===== config.mk =====
export PLATFORM = sky130hd
export DESIGN_NAME = bresenham_line_rasterizer
export DESIGN_NICKNAME = d
export VERILOG_FILES = /design/src/rtl/brl_pkg.sv /design/src/rtl/bresenham_line_rasterizer.sv
export SDC_FILE = /design/constraint.sdc
export NUM_CORES = 1
export LEC_CHECK = 0
export ABC_AREA = 1
export BUFFER_PORTS_ARGS = -buffer_cell sky130_fd_sc_hd__buf_2
export CAP_MARGIN = 0
export CORE_ASPECT_RATIO = 0.8
export CORE_MARGIN = 2
export CORE_UTILIZATION = 55
export DETAILED_ROUTE_END_ITERATION = 8
export PLACE_DENSITY_LB_ADDON = 0.25
export SETUP_SLACK_MARGIN = 0.02
export SYNTH_ARGS = -nofsm -noshare
export SYNTH_HDL_FRONTEND = slang
export SYNTH_SLANG_ARGS = --single-unit

===== constraint.sdc =====
create_clock -name clk -period 5.9 [get_ports clk]
set_clock_uncertainty 0.05 [all_clocks]
set_input_delay 0.295 -clock clk [delete_from_list [all_inputs] [get_ports clk]]
set_output_delay 0.295 -clock clk [all_outputs]
set_load 0.01 [all_outputs]

===== src/rtl/brl_pkg.sv =====
package brl_pkg;

  localparam int unsigned SCREEN_WIDTH  = 160;
  localparam int unsigned SCREEN_HEIGHT = 128;

  localparam int unsigned IN_COORD_W = 12;
  localparam int unsigned COORD_W    = 10;
  localparam int unsigned DELTA_W    = 11;
  localparam int unsigned ERR_W      = 13;
  localparam int unsigned COLOUR_W   = 16;

  // start_x, start_y, end_x, end_y, colour
  localparam int unsigned S_DATA_W = 64;
  // pixel_x, pixel_y, pixel_colour, zero fill to whole bytes
  localparam int unsigned M_DATA_W = 40;

  typedef enum logic {
    KIND_START = 1'b0,
    KIND_TICK  = 1'b1
  } kind_t;

endpackage


===== src/rtl/bresenham_line_rasterizer.sv =====
// Bresenham line rasterizer, all octants.
//
// Input channel s_axis: one transaction per item. tuser carries the kind:
// a start transaction loads two endpoints and a colour, a tick transaction
// asks for the next pixel. A start with an endpoint off the screen drops
// the line, and so does a start that arrives while a line is in progress
// (the new line replaces it). A tick with no line in progress yields no
// output.
// Output channel m_axis: one transaction per pixel, tlast on the final
// pixel of the line.
//
// An accepted tick passes through the input register and then the output
// register before its pixel appears on m_axis. The stepping logic does one
// add and compare on the error term per item, so one item is taken every
// cycle while the output side keeps up.
// When the receiver stalls, the pixel holds in the output register and the
// input register still takes one more item; s_axis_tready then falls until
// the output register frees up.
// Synchronous reset empties both registers and ends any line in progress.
module bresenham_line_rasterizer (
  input  logic                          clk,
  input  logic                          rst,
  input  logic                          s_axis_tvalid,
  output logic                          s_axis_tready,
  // start_x[11:0], start_y[23:12], end_x[35:24], end_y[47:36], colour[63:48]
  input  logic [brl_pkg::S_DATA_W-1:0]  s_axis_tdata,
  // kind[0]
  input  logic                          s_axis_tuser,
  output logic                          m_axis_tvalid,
  input  logic                          m_axis_tready,
  // pixel_x[9:0], pixel_y[19:10], pixel_colour[35:20], zero[39:36]
  output logic [brl_pkg::M_DATA_W-1:0]  m_axis_tdata,
  output logic                          m_axis_tlast
);
  import brl_pkg::*;

  // input register
  logic                  in_valid;
  kind_t                 in_kind;
  logic [IN_COORD_W-1:0] in_sx, in_sy, in_ex, in_ey;
  logic [COLOUR_W-1:0]   in_colour;

  // line state
  logic                active;
  logic                steep;
  logic [COORD_W-1:0]  major_pos, minor_pos, major_end;
  logic                minor_step_negative;
  logic [DELTA_W-1:0]  delta_major, delta_minor;
  logic signed [ERR_W-1:0] error_term;
  logic [COLOUR_W-1:0] held_colour;

  // output register
  logic                out_valid;
  logic [COORD_W-1:0]  out_x, out_y;
  logic [COLOUR_W-1:0] out_colour;
  logic                out_last;

  logic advance;
  logic produce;

  // start setup
  logic signed [ERR_W-1:0] dx, dy, dmaj_raw, dmin_raw;
  logic [ERR_W-1:0]        adx, ady, admaj, admin;
  logic                    steep_next, swap, start_ok;
  logic [IN_COORD_W-1:0]   maj0, min0, maj1;
  logic signed [ERR_W-1:0] err_init;

  // tick step
  logic                    is_last;
  logic signed [ERR_W-1:0] delta_diff, err_step;

  assign advance       = in_valid && (!out_valid || m_axis_tready);
  assign s_axis_tready = !in_valid || advance;
  assign produce       = (in_kind == KIND_TICK) && active;

  always_comb begin
    dx = $signed({in_ex[IN_COORD_W-1], in_ex}) - $signed({in_sx[IN_COORD_W-1], in_sx});
    dy = $signed({in_ey[IN_COORD_W-1], in_ey}) - $signed({in_sy[IN_COORD_W-1], in_sy});
    adx = dx[ERR_W-1] ? ERR_W'(-dx) : ERR_W'(dx);
    ady = dy[ERR_W-1] ? ERR_W'(-dy) : ERR_W'(dy);
    steep_next = !(ady < adx);
    dmaj_raw = steep_next ? dy : dx;
    dmin_raw = steep_next ? dx : dy;
    admaj    = steep_next ? ady : adx;
    admin    = steep_next ? adx : ady;
    swap     = dmaj_raw[ERR_W-1];
    if (steep_next) begin
      maj0 = swap ? in_ey : in_sy;
      min0 = swap ? in_ex : in_sx;
      maj1 = swap ? in_sy : in_ey;
    end else begin
      maj0 = swap ? in_ex : in_sx;
      min0 = swap ? in_ey : in_sy;
      maj1 = swap ? in_sx : in_ex;
    end
    err_init = $signed({1'b0, admin[DELTA_W-1:0], 1'b0})
             - $signed({2'b00, admaj[DELTA_W-1:0]});
    start_ok = !in_sx[IN_COORD_W-1] && (in_sx < IN_COORD_W'(SCREEN_WIDTH))
            && !in_sy[IN_COORD_W-1] && (in_sy < IN_COORD_W'(SCREEN_HEIGHT))
            && !in_ex[IN_COORD_W-1] && (in_ex < IN_COORD_W'(SCREEN_WIDTH))
            && !in_ey[IN_COORD_W-1] && (in_ey < IN_COORD_W'(SCREEN_HEIGHT));
  end

  always_comb begin
    is_last    = major_pos == major_end;
    delta_diff = $signed({2'b00, delta_minor}) - $signed({2'b00, delta_major});
    if (error_term > 0) begin
      err_step = error_term + (delta_diff <<< 1);
    end else begin
      err_step = error_term + $signed({1'b0, delta_minor, 1'b0});
    end
  end

  always_ff @(posedge clk) begin
    if (rst) begin
      in_valid  <= 1'b0;
      out_valid <= 1'b0;
      active    <= 1'b0;
    end else begin
      if (s_axis_tvalid && s_axis_tready) begin
        in_valid  <= 1'b1;
        in_kind   <= kind_t'(s_axis_tuser);
        in_sx     <= s_axis_tdata[11:0];
        in_sy     <= s_axis_tdata[23:12];
        in_ex     <= s_axis_tdata[35:24];
        in_ey     <= s_axis_tdata[47:36];
        in_colour <= s_axis_tdata[63:48];
      end else if (advance) begin
        in_valid <= 1'b0;
      end

      if (advance) begin
        out_valid <= produce;
        unique case (in_kind)
          KIND_START: begin
            active <= start_ok;
            if (start_ok) begin
              steep               <= steep_next;
              major_pos           <= maj0[COORD_W-1:0];
              minor_pos           <= min0[COORD_W-1:0];
              major_end           <= maj1[COORD_W-1:0];
              minor_step_negative <= (dmin_raw != '0) && (dmin_raw[ERR_W-1] != swap);
              delta_major         <= admaj[DELTA_W-1:0];
              delta_minor         <= admin[DELTA_W-1:0];
              error_term          <= err_init;
              held_colour         <= in_colour;
            end
          end
          KIND_TICK: begin
            if (active) begin
              out_x      <= steep ? minor_pos : major_pos;
              out_y      <= steep ? major_pos : minor_pos;
              out_colour <= held_colour;
              out_last   <= is_last;
              if (is_last) begin
                active <= 1'b0;
              end else begin
                major_pos  <= major_pos + COORD_W'(1);
                error_term <= err_step;
                if (error_term > 0) begin
                  minor_pos <= minor_step_negative ? minor_pos - COORD_W'(1)
                                                   : minor_pos + COORD_W'(1);
                end
              end
            end
          end
          default: ;
        endcase
      end else if (m_axis_tready) begin
        out_valid <= 1'b0;
      end
    end
  end

  assign m_axis_tvalid = out_valid;
  assign m_axis_tdata  = {(M_DATA_W - 2 * COORD_W - COLOUR_W)'(0), out_colour, out_y, out_x};
  assign m_axis_tlast  = out_last;

endmodule


==> results of run 1 <==
-- kinds of logic (layout without fill, tap and decap cells) --
logic type | after synthesis | count (layout) | synth area share
flip-flops | 188 | 188 | 0.4691
AND/OR/NAND/NOR | 604 | 604 | 0.2138
AO/OA/AOI/OAI | 254 | 254 | 0.1177
buffers and inverters | 248 | 435 | 0.08373
XOR/XNOR | 38 | 38 | 0.02906
other | 1 | 4 | 0.0003133
adder cells (fa/ha/maj) | 79 | 79 | 0.08634
-- worst max-delay path by stage --
stage	startpoint	end	slack, ns
6_report	in_sx[0]	error_term[8]	0.43
5_1_grt	in_sy[0]	error_term[9]	0.01
4_1_cts	in_sy[0]	error_term[11]	0.08
3_5_place_dp	in_sy[0]	error_term[11]	-0.04
3_3_place_gp	in_sy[0]	error_term[10]	0.24
2_1_floorplan	in_kind	minor_pos[0]	0.06
-- state kept, by name, indices dropped and copies added (netlist names), 10 cells and up --
register / flops
delta_major: 11
delta_minor: 11
error_term: 13
held_colour: 16
in_colour: 16
in_ex: 12
in_ey: 12
in_sx: 12
in_sy: 12
major_end: 10
major_pos: 10
minor_pos: 10
out_colour: 16
out_x: 10
out_y: 10
-- where the power goes --
part / switching, mW / internal, mW
Combinational: 1.45 / 0.813
Sequential: 0.0127 / 1.56
Clock: 0.626 / 0.582
-- routing by layer --
layer  vias up  wire length [um]  global-route usage  part of all wire
met2       423             13320              0.4153              0.45
li1       5073                 -                   -                 -
met4         0               445             0.06082             0.015
met5         -                 0                   0                 0
met3        36              2555             0.05240             0.086
met1      4637             13520              0.3837              0.45
-- cell usage after synthesis (3+ instances only) --
library cell	instances
a21oi_1	63
a21oi_2	4
a31oi_1	9
buf_2	11
buf_4	7
clkbuf_1	19
dfxtp_1	3
edfxtp_1	185
fa_1	6
ha_1	73
inv_1	199
inv_2	7
nand2_1	349
nand2_2	18
nand3_1	74
nand4_1	19
nor2_1	105
nor2_2	5
nor3_1	9
nor4_1	11
o211ai_1	14
o21ai_0	95
o21ai_1	43
o21bai_1	9
o22ai_1	3
o31ai_1	3
or2_2	3
xnor2_1	13
xor2_1	23
-- layout make-up --
cell class / instances / area share
Clock buffer: 17 / 0.02978
Multi-Input combinational cell: 979 / 0.3860
Clock inverter: 15 / 0.01349
Tap cell: 275 / 0.02409
Inverter: 206 / 0.05430
Timing Repair Buffer: 197 / 0.09924
Sequential cell: 188 / 0.3931
-- timing repair --
item / in CTS / in global routing
hold buffers: 61 / 0
endpoints found under the setup margin: 4 / 10
buffers inserted: 1 / 13
gates resized for setup: 3 / 46
pin swaps: 1 / 6
endpoints found under the hold margin: 61 / 0
-- per-stage QoR --
stage	setup TNS (ns)	setup slack (ns)	hold slack, ns
final	0	0.4251	0.01306
after global routing	0	0.01348	0.0008286
after CTS	0	0.08088	0.008271
after detailed placement	-0.03633	-0.03633	0.3545
after global placement	0	0.2380	0.3500
after floorplan	0	0.06247	0.3141
-- worst min-delay path: cells and delay by family --
family                 cells  cell delay [ns]
buffers and inverters      1             0.09
AOI/OAI and AO/OA          1             0.05
and+or+nand+nor            1             0.04
==> summary.md, run 1 <==
| Metric | Value |
|---|---|
| Synth-to-Final Area Change | 19.34% |
| Placed inst area | 0.01277 mm2 |
| Worst Tran Pin Value | ~1.2 ns |
| Reg2reg start | in_sx[0] |
| TritonRoute pass-1 iters | 5 |
| Clock Path Buffers | 2 |
| Antenna Cells | 0 |
| Synth unique cells | 52 |
| Hold Path Depth | 3 |
| FF-to-FF End | error_term[8] |
| First-pass GRT wire length | between 40000 and 50000 um |
| Synth Cell Area | 0.01197 mm2 |
| CTS sink count | 188 |
| Worst Path Buf+Inv | 4 |
| Number of levels in the clock H-tree | 4 |
| Worst path arrival time | between 5 and 6 ns |
| Root Driver | clkbuf_16 |
| Final Hold Viols | 0 |
| Tot Pwr | ~5.0 mW |
| Max Freq | 182.7 MHz |
| Final Non-Filler Cells | about 1900 |
| Crit-path slowest cell | edfxtp_1 |
| Synth async-reset ratio | 0 |
| CP Class | reg2reg |
| Post-layout minimum cycle time | ~5.5 ns |
| Critical Path Sink Type | flip-flop |
| Outcome | finished clean |
| Clock latency on the worst-skew pair | around 0.45 ns |
| GRT Util Overall | 0.2653 |
| Final WL | about 30000 um |
| Worst reg2reg setup slack | between 0.4 and 0.5 ns |
| Rel. slew slack | 0.1992 |
| Final HPWL DP | ~21000 um |
| Die ar. | ~0.023 mm2 |
| # port buffers | approximately 110 |
| Post-Place Cells | approximately 1800 |
| Core ar. | 0.02144 mm2 |
| Seq cells post-synth | 188 |
| Gpl congestion | about 0.97 |
| Synth area leader | edfxtp_1 |
| Cell Rows | 48 |
| Final Cycle Share | 0.9279 |
| Post-route DRC violation count | 0 |
| Final setup fails | 0 |
| Hold path startpoint | s_axis_tvalid |
| Fin util | 0.6663 |
| Peak supply drop | around 220 uV |
| CTS clk-pin slew, worst paths | 0.08 ns |
| Worst r2r path cells | 38 |
| EDFF count, synth | between 150 and 200 |
| Die width | roughly 170 um |
| Required time of the critical path | between 6 and 7 ns |
| Total grt overflow | 0 |
| Number of global-route vias before repair | around 9100 |
| Avg Vias per Cell | 5.418 |
| Number of fillers in the final layout | 1643 |
| Hold endpoint | in_valid |
| CP top delay family | simple AND/OR/NAND/NOR gates |
| Total stage count of the critical path | 38 |
| Layout Nets | around 1700 |
| Initial antenna violation count | 0 |
| Hold WC Path Type | in2reg |
| DR vias | just over 10000 |
| Multi-input logic area | ~0.0055 mm2 |
| Num CTS Buffers | 17 |
| Most Frequent Cell on Critical Path | nand2_1 |
| Most used flip-flop cell after synthesis | edfxtp_1 |
| TritonCTS clock tree | yes |
| Initial Util | 0.5583 |
| Area share of the largest cell type after synthesis | 0.4641 |
| Reg area | ~0.0056 mm2 |
| Most common cell after layout, fill and taps aside | nand2_1 |
| Largest net degree at the start of global routing | between 70 and 80 |
| RSZ-0062 raised after global routing | false |
| Cells after synthesis | approximately 1400 |
| Syn_area_per_cell | between 8 and 9 um2 |
| Synth top area cells | edfxtp_1, nand2_1, ha_1 |
| Number of synthesis warnings | 0 |
| Routed WL per cell | 15.90 um |
| DRT iter0 DRCs | 1018 |
| Startpoint type of the worst setup path | flip-flop |
| CP max FO | 12 |
| Max Slew Vio Count | 0 |
| P per Cell Area | between 300 and 400 mW/mm2 |
| IO Pins | approximately 110 |
| Most frequent cells in the layout | nand2_1, inv_1, edfxtp_1, buf_2, nor2_1 |
| Ratio of cells with drive above 1 in the final layout | 0.1498 |
| Leakage | between 6 and 7 nW |
| Worst path max stage delay | between 0.4 and 0.5 ns |
| Die height | 136.0 um |
| Final Cell Area | about 0.014 mm2 |
| Number of max-cap violations | 0 |
| Post-synthesis sequential area ratio | 0.4691 |
| Antenna-violating nets left | 0 |
(Power assumes the default switching activity.)
==> inputs of run 2 (changes only) <==
Settings changed: CORE_UTILIZATION 55 to 45.
==> run 2 against run 1 <==
  * Worst setup slack got worse by 0.078 ns
  * Wire length grew 2.8%
  * Largest power group unchanged
  * Utilization decreased by 12 points
  * First-iteration DRC count shrank 19%
  * Power shrank 2.0%
  * Critical path type unchanged
  * Global-route usage decreased by 3.9 points
  * Register-to-register slack lost 0.08 ns
  * Sequential cell count did not move
==> summary.md, run 2 (synthesis results as in run 1) <==
| Metric | Value |
|---|---|
| Crit-path slowest cell | edfxtp_1 |
| Die height | 149.9 um |
| Antenna-violating nets left | 0 |
| RSZ-0062 raised after global routing | true |
| Worst Setup SP | in_sx[0] |
| Startpoint type of the worst setup path | flip-flop |
| Required time of the critical path | around 6.0 ns |
| Peak supply drop | 213.0 uV |
| Outcome | finished clean |
| CP Class | reg2reg |
| CP max FO | 28 |
| Synth-to-Final Area Change | 20.49% |
| Layout Nets | between 1500 and 2000 |
| First-pass GRT wire length | 48950 um |
| GRT Util Overall | 0.2259 |
| DRT iter0 DRCs | approximately 830 |
| Most Frequent Cell on Critical Path | nand2_1 |
| Hold path startpoint | s_axis_tvalid |
| Final HPWL DP | around 23000 um |
| TritonRoute pass-1 iters | 7 |
| Tot Pwr | around 5 mW |
| Post-layout minimum cycle time | around 5.6 ns |
| IO Pins | around 110 |
| # port buffers | 107 |
| Most frequent cells in the layout | nand2_1, inv_1, edfxtp_1, buf_2, nor2_1 |
| Pre-CTS setup slack | -0.08962 ns |
| Number of levels in the clock H-tree | 4 |
| Most common cell after layout, fill and taps aside | nand2_1 |
| Worst path max stage delay | between 0.4 and 0.5 ns |
| Hold WC Path Type | in2reg |
| Worst Tran Pin Value | ~0.95 ns |
| Gpl congestion | 0.9287 |
| Root Driver | clkbuf_16 |
| Final Cycle Share | 0.9412 |
| Routed WL per cell | approximately 16 um |
| Max Slew Vio Count | 0 |
| CTS clk-pin slew, worst paths | about 0.08 ns |
| Reg2reg start | in_sx[0] |
| DR vias | a little over 10000 |
| Clock Path Buffers | 2 |
| Final Hold Viols | 0 |
| Hold Slack | 0.01595 ns |
| Avg Vias per Cell | a little over 5 |
| Largest regs | held_colour x16, in_colour x16, out_colour x16 |
| Max Freq | between 150 and 200 MHz |
| Largest net degree at the start of global routing | slightly above 70 |
| Number of global-route vias before repair | 9352 |
| Clock latency on the worst-skew pair | between 0.4 and 0.5 ns |
| Ratio of cells with drive above 1 in the final layout | 0.1565 |
| Die ar. | 0.02793 mm2 |
| Initial Util | 0.4570 |
| Number of max-cap violations | 0 |
| Critical Path Sink Type | flip-flop |
| Worst path arrival time | 5.69 ns |
| Cell Rows | 53 |
| Final WL | approximately 31000 um |
| Total grt overflow | 0 |
| Post-route DRC violation count | 0 |
| TritonCTS clock tree | yes |
| Num CTS Buffers | 17 |
| CTS sink count | between 150 and 200 |
| Rel. slew slack | 0.3665 |
| Leakage | 6.469 nW |
| Worst setup slack after layout | 0.3470 ns |
| Final setup fails | 0 |
| P per Cell Area | ~340 mW/mm2 |
| Initial antenna violation count | 0 |
| Die width | around 190 um |
| Core ar. | ~0.026 mm2 |
| Antenna Cells | 0 |
==> run 2: layout make-up <==
class,count,area [um2]
clock inverter,15,171.4
fill,2362,11770
clock buffer,17,425.4
timing repair buffer,205,1460
inverter,206,773.2
sequential,188,5615
tap,357,446.7
multi-input combinational,979,5530
==> run 2: through the flow <==
stage | util | area, um2 | TNS (ns) | cells
finish | 0.5506 | 14420 | 0 | 1967
global route | 0.5506 | 14420 | -0.003790 | 1967
CTS | 0.5419 | 14190 | 0 | 1959
detailed placement | 0.4957 | 12990 | -0.2267 | 1867
global placement | 0.4957 | 12990 | 0 | 1867
floorplan | - | 11980 | 0 | 1415
==> run 2: critical path, delay by kind of cell (launching register included) <==
kind,cells,cell delay (ns)
xor gates and xnor gates,1,0.24
DFF,1,0.42
buffers and inverters,5,0.67
adders and majority gates,4,1.18
and+or+nand+nor,20,1.86
AOI/OAI and AO/OA,7,0.86
==> run 2: what timing repair did <==
| item | in CTS | in global routing |
|---|---|---|
| hold endpoints to repair | 60 | 4 |
| hold buffers | 60 | 4 |
| endpoints found under the setup margin | 5 | 10 |
| gates resized for setup | 3 | 44 |
| pin swaps | 0 | 10 |
| buffers inserted | 0 | 4 |
| gates cloned | 0 | 0 |
==> run 2: where the power goes <==
group | switching, mW | leakage, nW | internal [mW]
clock network | 0.569 | 0.294 | 0.607
registers | 0.0129 | 1.72 | 1.56
logic | 1.42 | 4.46 | 0.770
total | 2.01 | 6.47 | 2.94
==> run 2: final timing paths <==
check / end / slack (ns) / depth (start not counted)
worst max-delay path: error_term[9] / 0.35 / 37
worst min-delay path: in_valid / 0.02 / 3
worst max register to register: error_term[9] / 0.35 / 37
worst min register to register: held_colour[10] / 0.37 / 0
==> run 2: layer usage <==
layer	up-vias	global-route usage	share of wire
met5	-	0	0
met4	0	0.05040	0.012
met3	27	0.05159	0.073
met2	342	0.3422	0.43
met1	4633	0.3295	0.49
li1	5089	-	-
==> inputs of run 3 (changes only) <==
Settings changed: PLACE_DENSITY from default to 0.77, PLACE_DENSITY_LB_ADDON 0.25 to default.
==> run 3 against run 2 <==
  * Via count increased by 2.0%
  * Sequential power about the same
  * Maximum frequency decreased by 0.19%
  * Final cell count down 0.10%
  * Largest power group unchanged
==> summary.md, run 3 (synthesis results as in run 1) <==
| Metric | Value |
|---|---|
| Tot Pwr | a little over 5 mW |
| Reg area | ~0.0056 mm2 |
| Max Freq | 179.7 MHz |
| CP top delay family | simple AND/OR/NAND/NOR gates |
| Number of max-cap violations | 0 |
| Peak supply drop | approximately 220 uV |
| Critical Path Sink Type | flip-flop |
| GRT Util Overall | 0.2261 |
| Clock Path Buffers | 2 |
| Rel. slew slack | 0.2455 |
| Hold Slack | between 0.015 and 0.02 ns |
| Multi-input logic area | about 0.0056 mm2 |
| Final Cycle Share | 0.9430 |
| Required time of the critical path | roughly 6 ns |
| Largest net degree at the start of global routing | 55 |
| Most Frequent Cell on Critical Path | nand2_1 |
| Worst path arrival time | between 5 and 6 ns |
| TritonRoute pass-1 iters | 6 |
| CP max FO | 15 |
| Worst Path Buf+Inv | 4 |
| Post-route DRC violation count | 0 |
| Largest regs | held_colour x16, in_colour x16, out_colour x16 |
| Startpoint type of the worst setup path | flip-flop |
| Avg Vias per Cell | 5.236 |
| First-pass GRT wire length | around 49000 um |
| Number of global-route vias before repair | between 9000 and 10000 |
| CP Class | reg2reg |
| CTS sink count | 188 |
| Final setup fails | 0 |
| Pre-CTS setup slack | -0.02279 ns |
| Clock latency on the worst-skew pair | between 0.4 and 0.5 ns |
| Final WL | 31330 um |
| Fin util | 0.5530 |
| Die height | approximately 150 um |
| Routed WL per cell | approximately 16 um |
| Crit-path slowest cell | edfxtp_1 |
| Max Slew Vio Count | 0 |
| Core ar. | roughly 0.026 mm2 |
| Antenna Cells | 0 |
| TritonCTS clock tree | yes |
| Antenna-violating nets left | 0 |
| Number of levels in the clock H-tree | 4 |
| Die ar. | 0.02793 mm2 |
| Worst Tran Pin Value | approximately 1.1 ns |
| Register share of total power | 0.309 |
| P per Cell Area | around 350 mW/mm2 |
| Gpl congestion | 0.9555 |
| Internal Power | 2.994 mW |
| Cell Rows | 53 |
| Clock power frac | 0.234 |
| Power share of the combinational group | 0.457 |
| Total grt overflow | 0 |
| Most frequent cells in the layout | nand2_1, inv_1, edfxtp_1, buf_2, nor2_1 |
| Hold WC Path Type | in2reg |
| Ratio of cells with drive above 1 in the final layout | 0.1555 |
| Initial Util | 0.4570 |
| # port buffers | ~110 |
| CTS clk-pin slew, worst paths | roughly 0.080 ns |
| Die width | 186.3 um |
| Number of fillers in the final layout | about 2300 |
| IO Pins | 112 |
| Outcome | finished clean |
| Most common cell after layout, fill and taps aside | nand2_1 |
| Switching share of total power | 0.4122 |
| Setup TNS | 0 ns |
| Psw | between 2 and 2.5 mW |
| Worst path max stage delay | around 0.52 ns |
| Leakage | between 6 and 7 nW |
| Final Hold Viols | 0 |
| Worst setup slack after layout | 0.3363 ns |
| Post-layout minimum cycle time | between 5 and 6 ns |
| DRT iter0 DRCs | just under 900 |
| Num CTS Buffers | 17 |
| Layout Nets | around 1700 |
| DR vias | just over 10000 |
| Final HPWL DP | approximately 23000 um |
| Synth-to-Final Area Change | 21.02% |
| Initial antenna violation count | 0 |
| Root Driver | clkbuf_16 |
==> run 3: cell type report <==
type                       count  share of cell area
sequential                   188              0.3876
multi-input combinational    980              0.3837
timing repair buffer         202              0.1023
inverter                     206             0.05424
tap                          357             0.03083
clock buffer                  18             0.02963
clock inverter                14             0.01166
==> run 3: repair_timing <==
action | CTS | global route
hold buffers | 64 | 0
setup endpoints to repair | 4 | 41
buffers inserted | 0 | 9
endpoints found under the hold margin | 64 | 0
resized for setup | 2 | 60
gates cloned | 0 | 3
pin swaps | 0 | 12
==> run 3: layer usage <==
layer | GRT usage | vias up | part of all wire
met5 | 0 | - | 0
met4 | 0.07240 | 0 | 0.022
met3 | 0.05441 | 59 | 0.093
met2 | 0.3478 | 454 | 0.43
met1 | 0.3156 | 4684 | 0.45
li1 | - | 5091 | -
==> run 3: per-stage QoR <==
step	cells	area [um2]
after detailed placement	1857	12900
after global routing	1965	14490
after floorplan	1415	11980
final	1965	14490
after CTS	1953	14140
after global placement	1857	12900
==> run 3: power groups by stage <==
stage                     Sequential, mW  Combinational, mW  Clock [mW]
after floorplan                     1.60               1.50           0
after global placement              1.60               1.95           0
after detailed placement            1.60               1.98           0
after CTS                           1.57               2.02        1.20
after global routing                1.58               2.58        1.26
final                               1.57               2.33        1.19
==> run 3: worst register-to-register path, delay by kind of cell, from the launching register on <==
kind / cells / cell delay (ns)
buffers and inverters: 4 / 0.45
adder cells (fa/ha/maj): 3 / 1.01
AND/OR/NAND/NOR: 19 / 2.26
XOR/XNOR: 2 / 0.62
flip-flops: 1 / 0.52
AO/OA/AOI/OAI: 2 / 0.36
==> run 3: final timing paths <==
| kind | from | end | slack, ns | depth (start not counted) |
|---|---|---|---|---|
| worst max-delay path | in_ex[3] | error_term[10] | 0.34 | 30 |
| worst min-delay path | s_axis_tdata[24] | in_ex[0] | 0.02 | 1 |
| worst max register to register | in_ex[3] | error_term[10] | 0.34 | 30 |
| worst min register to register | held_colour[10] | out_colour[10] | 0.37 | 0 |
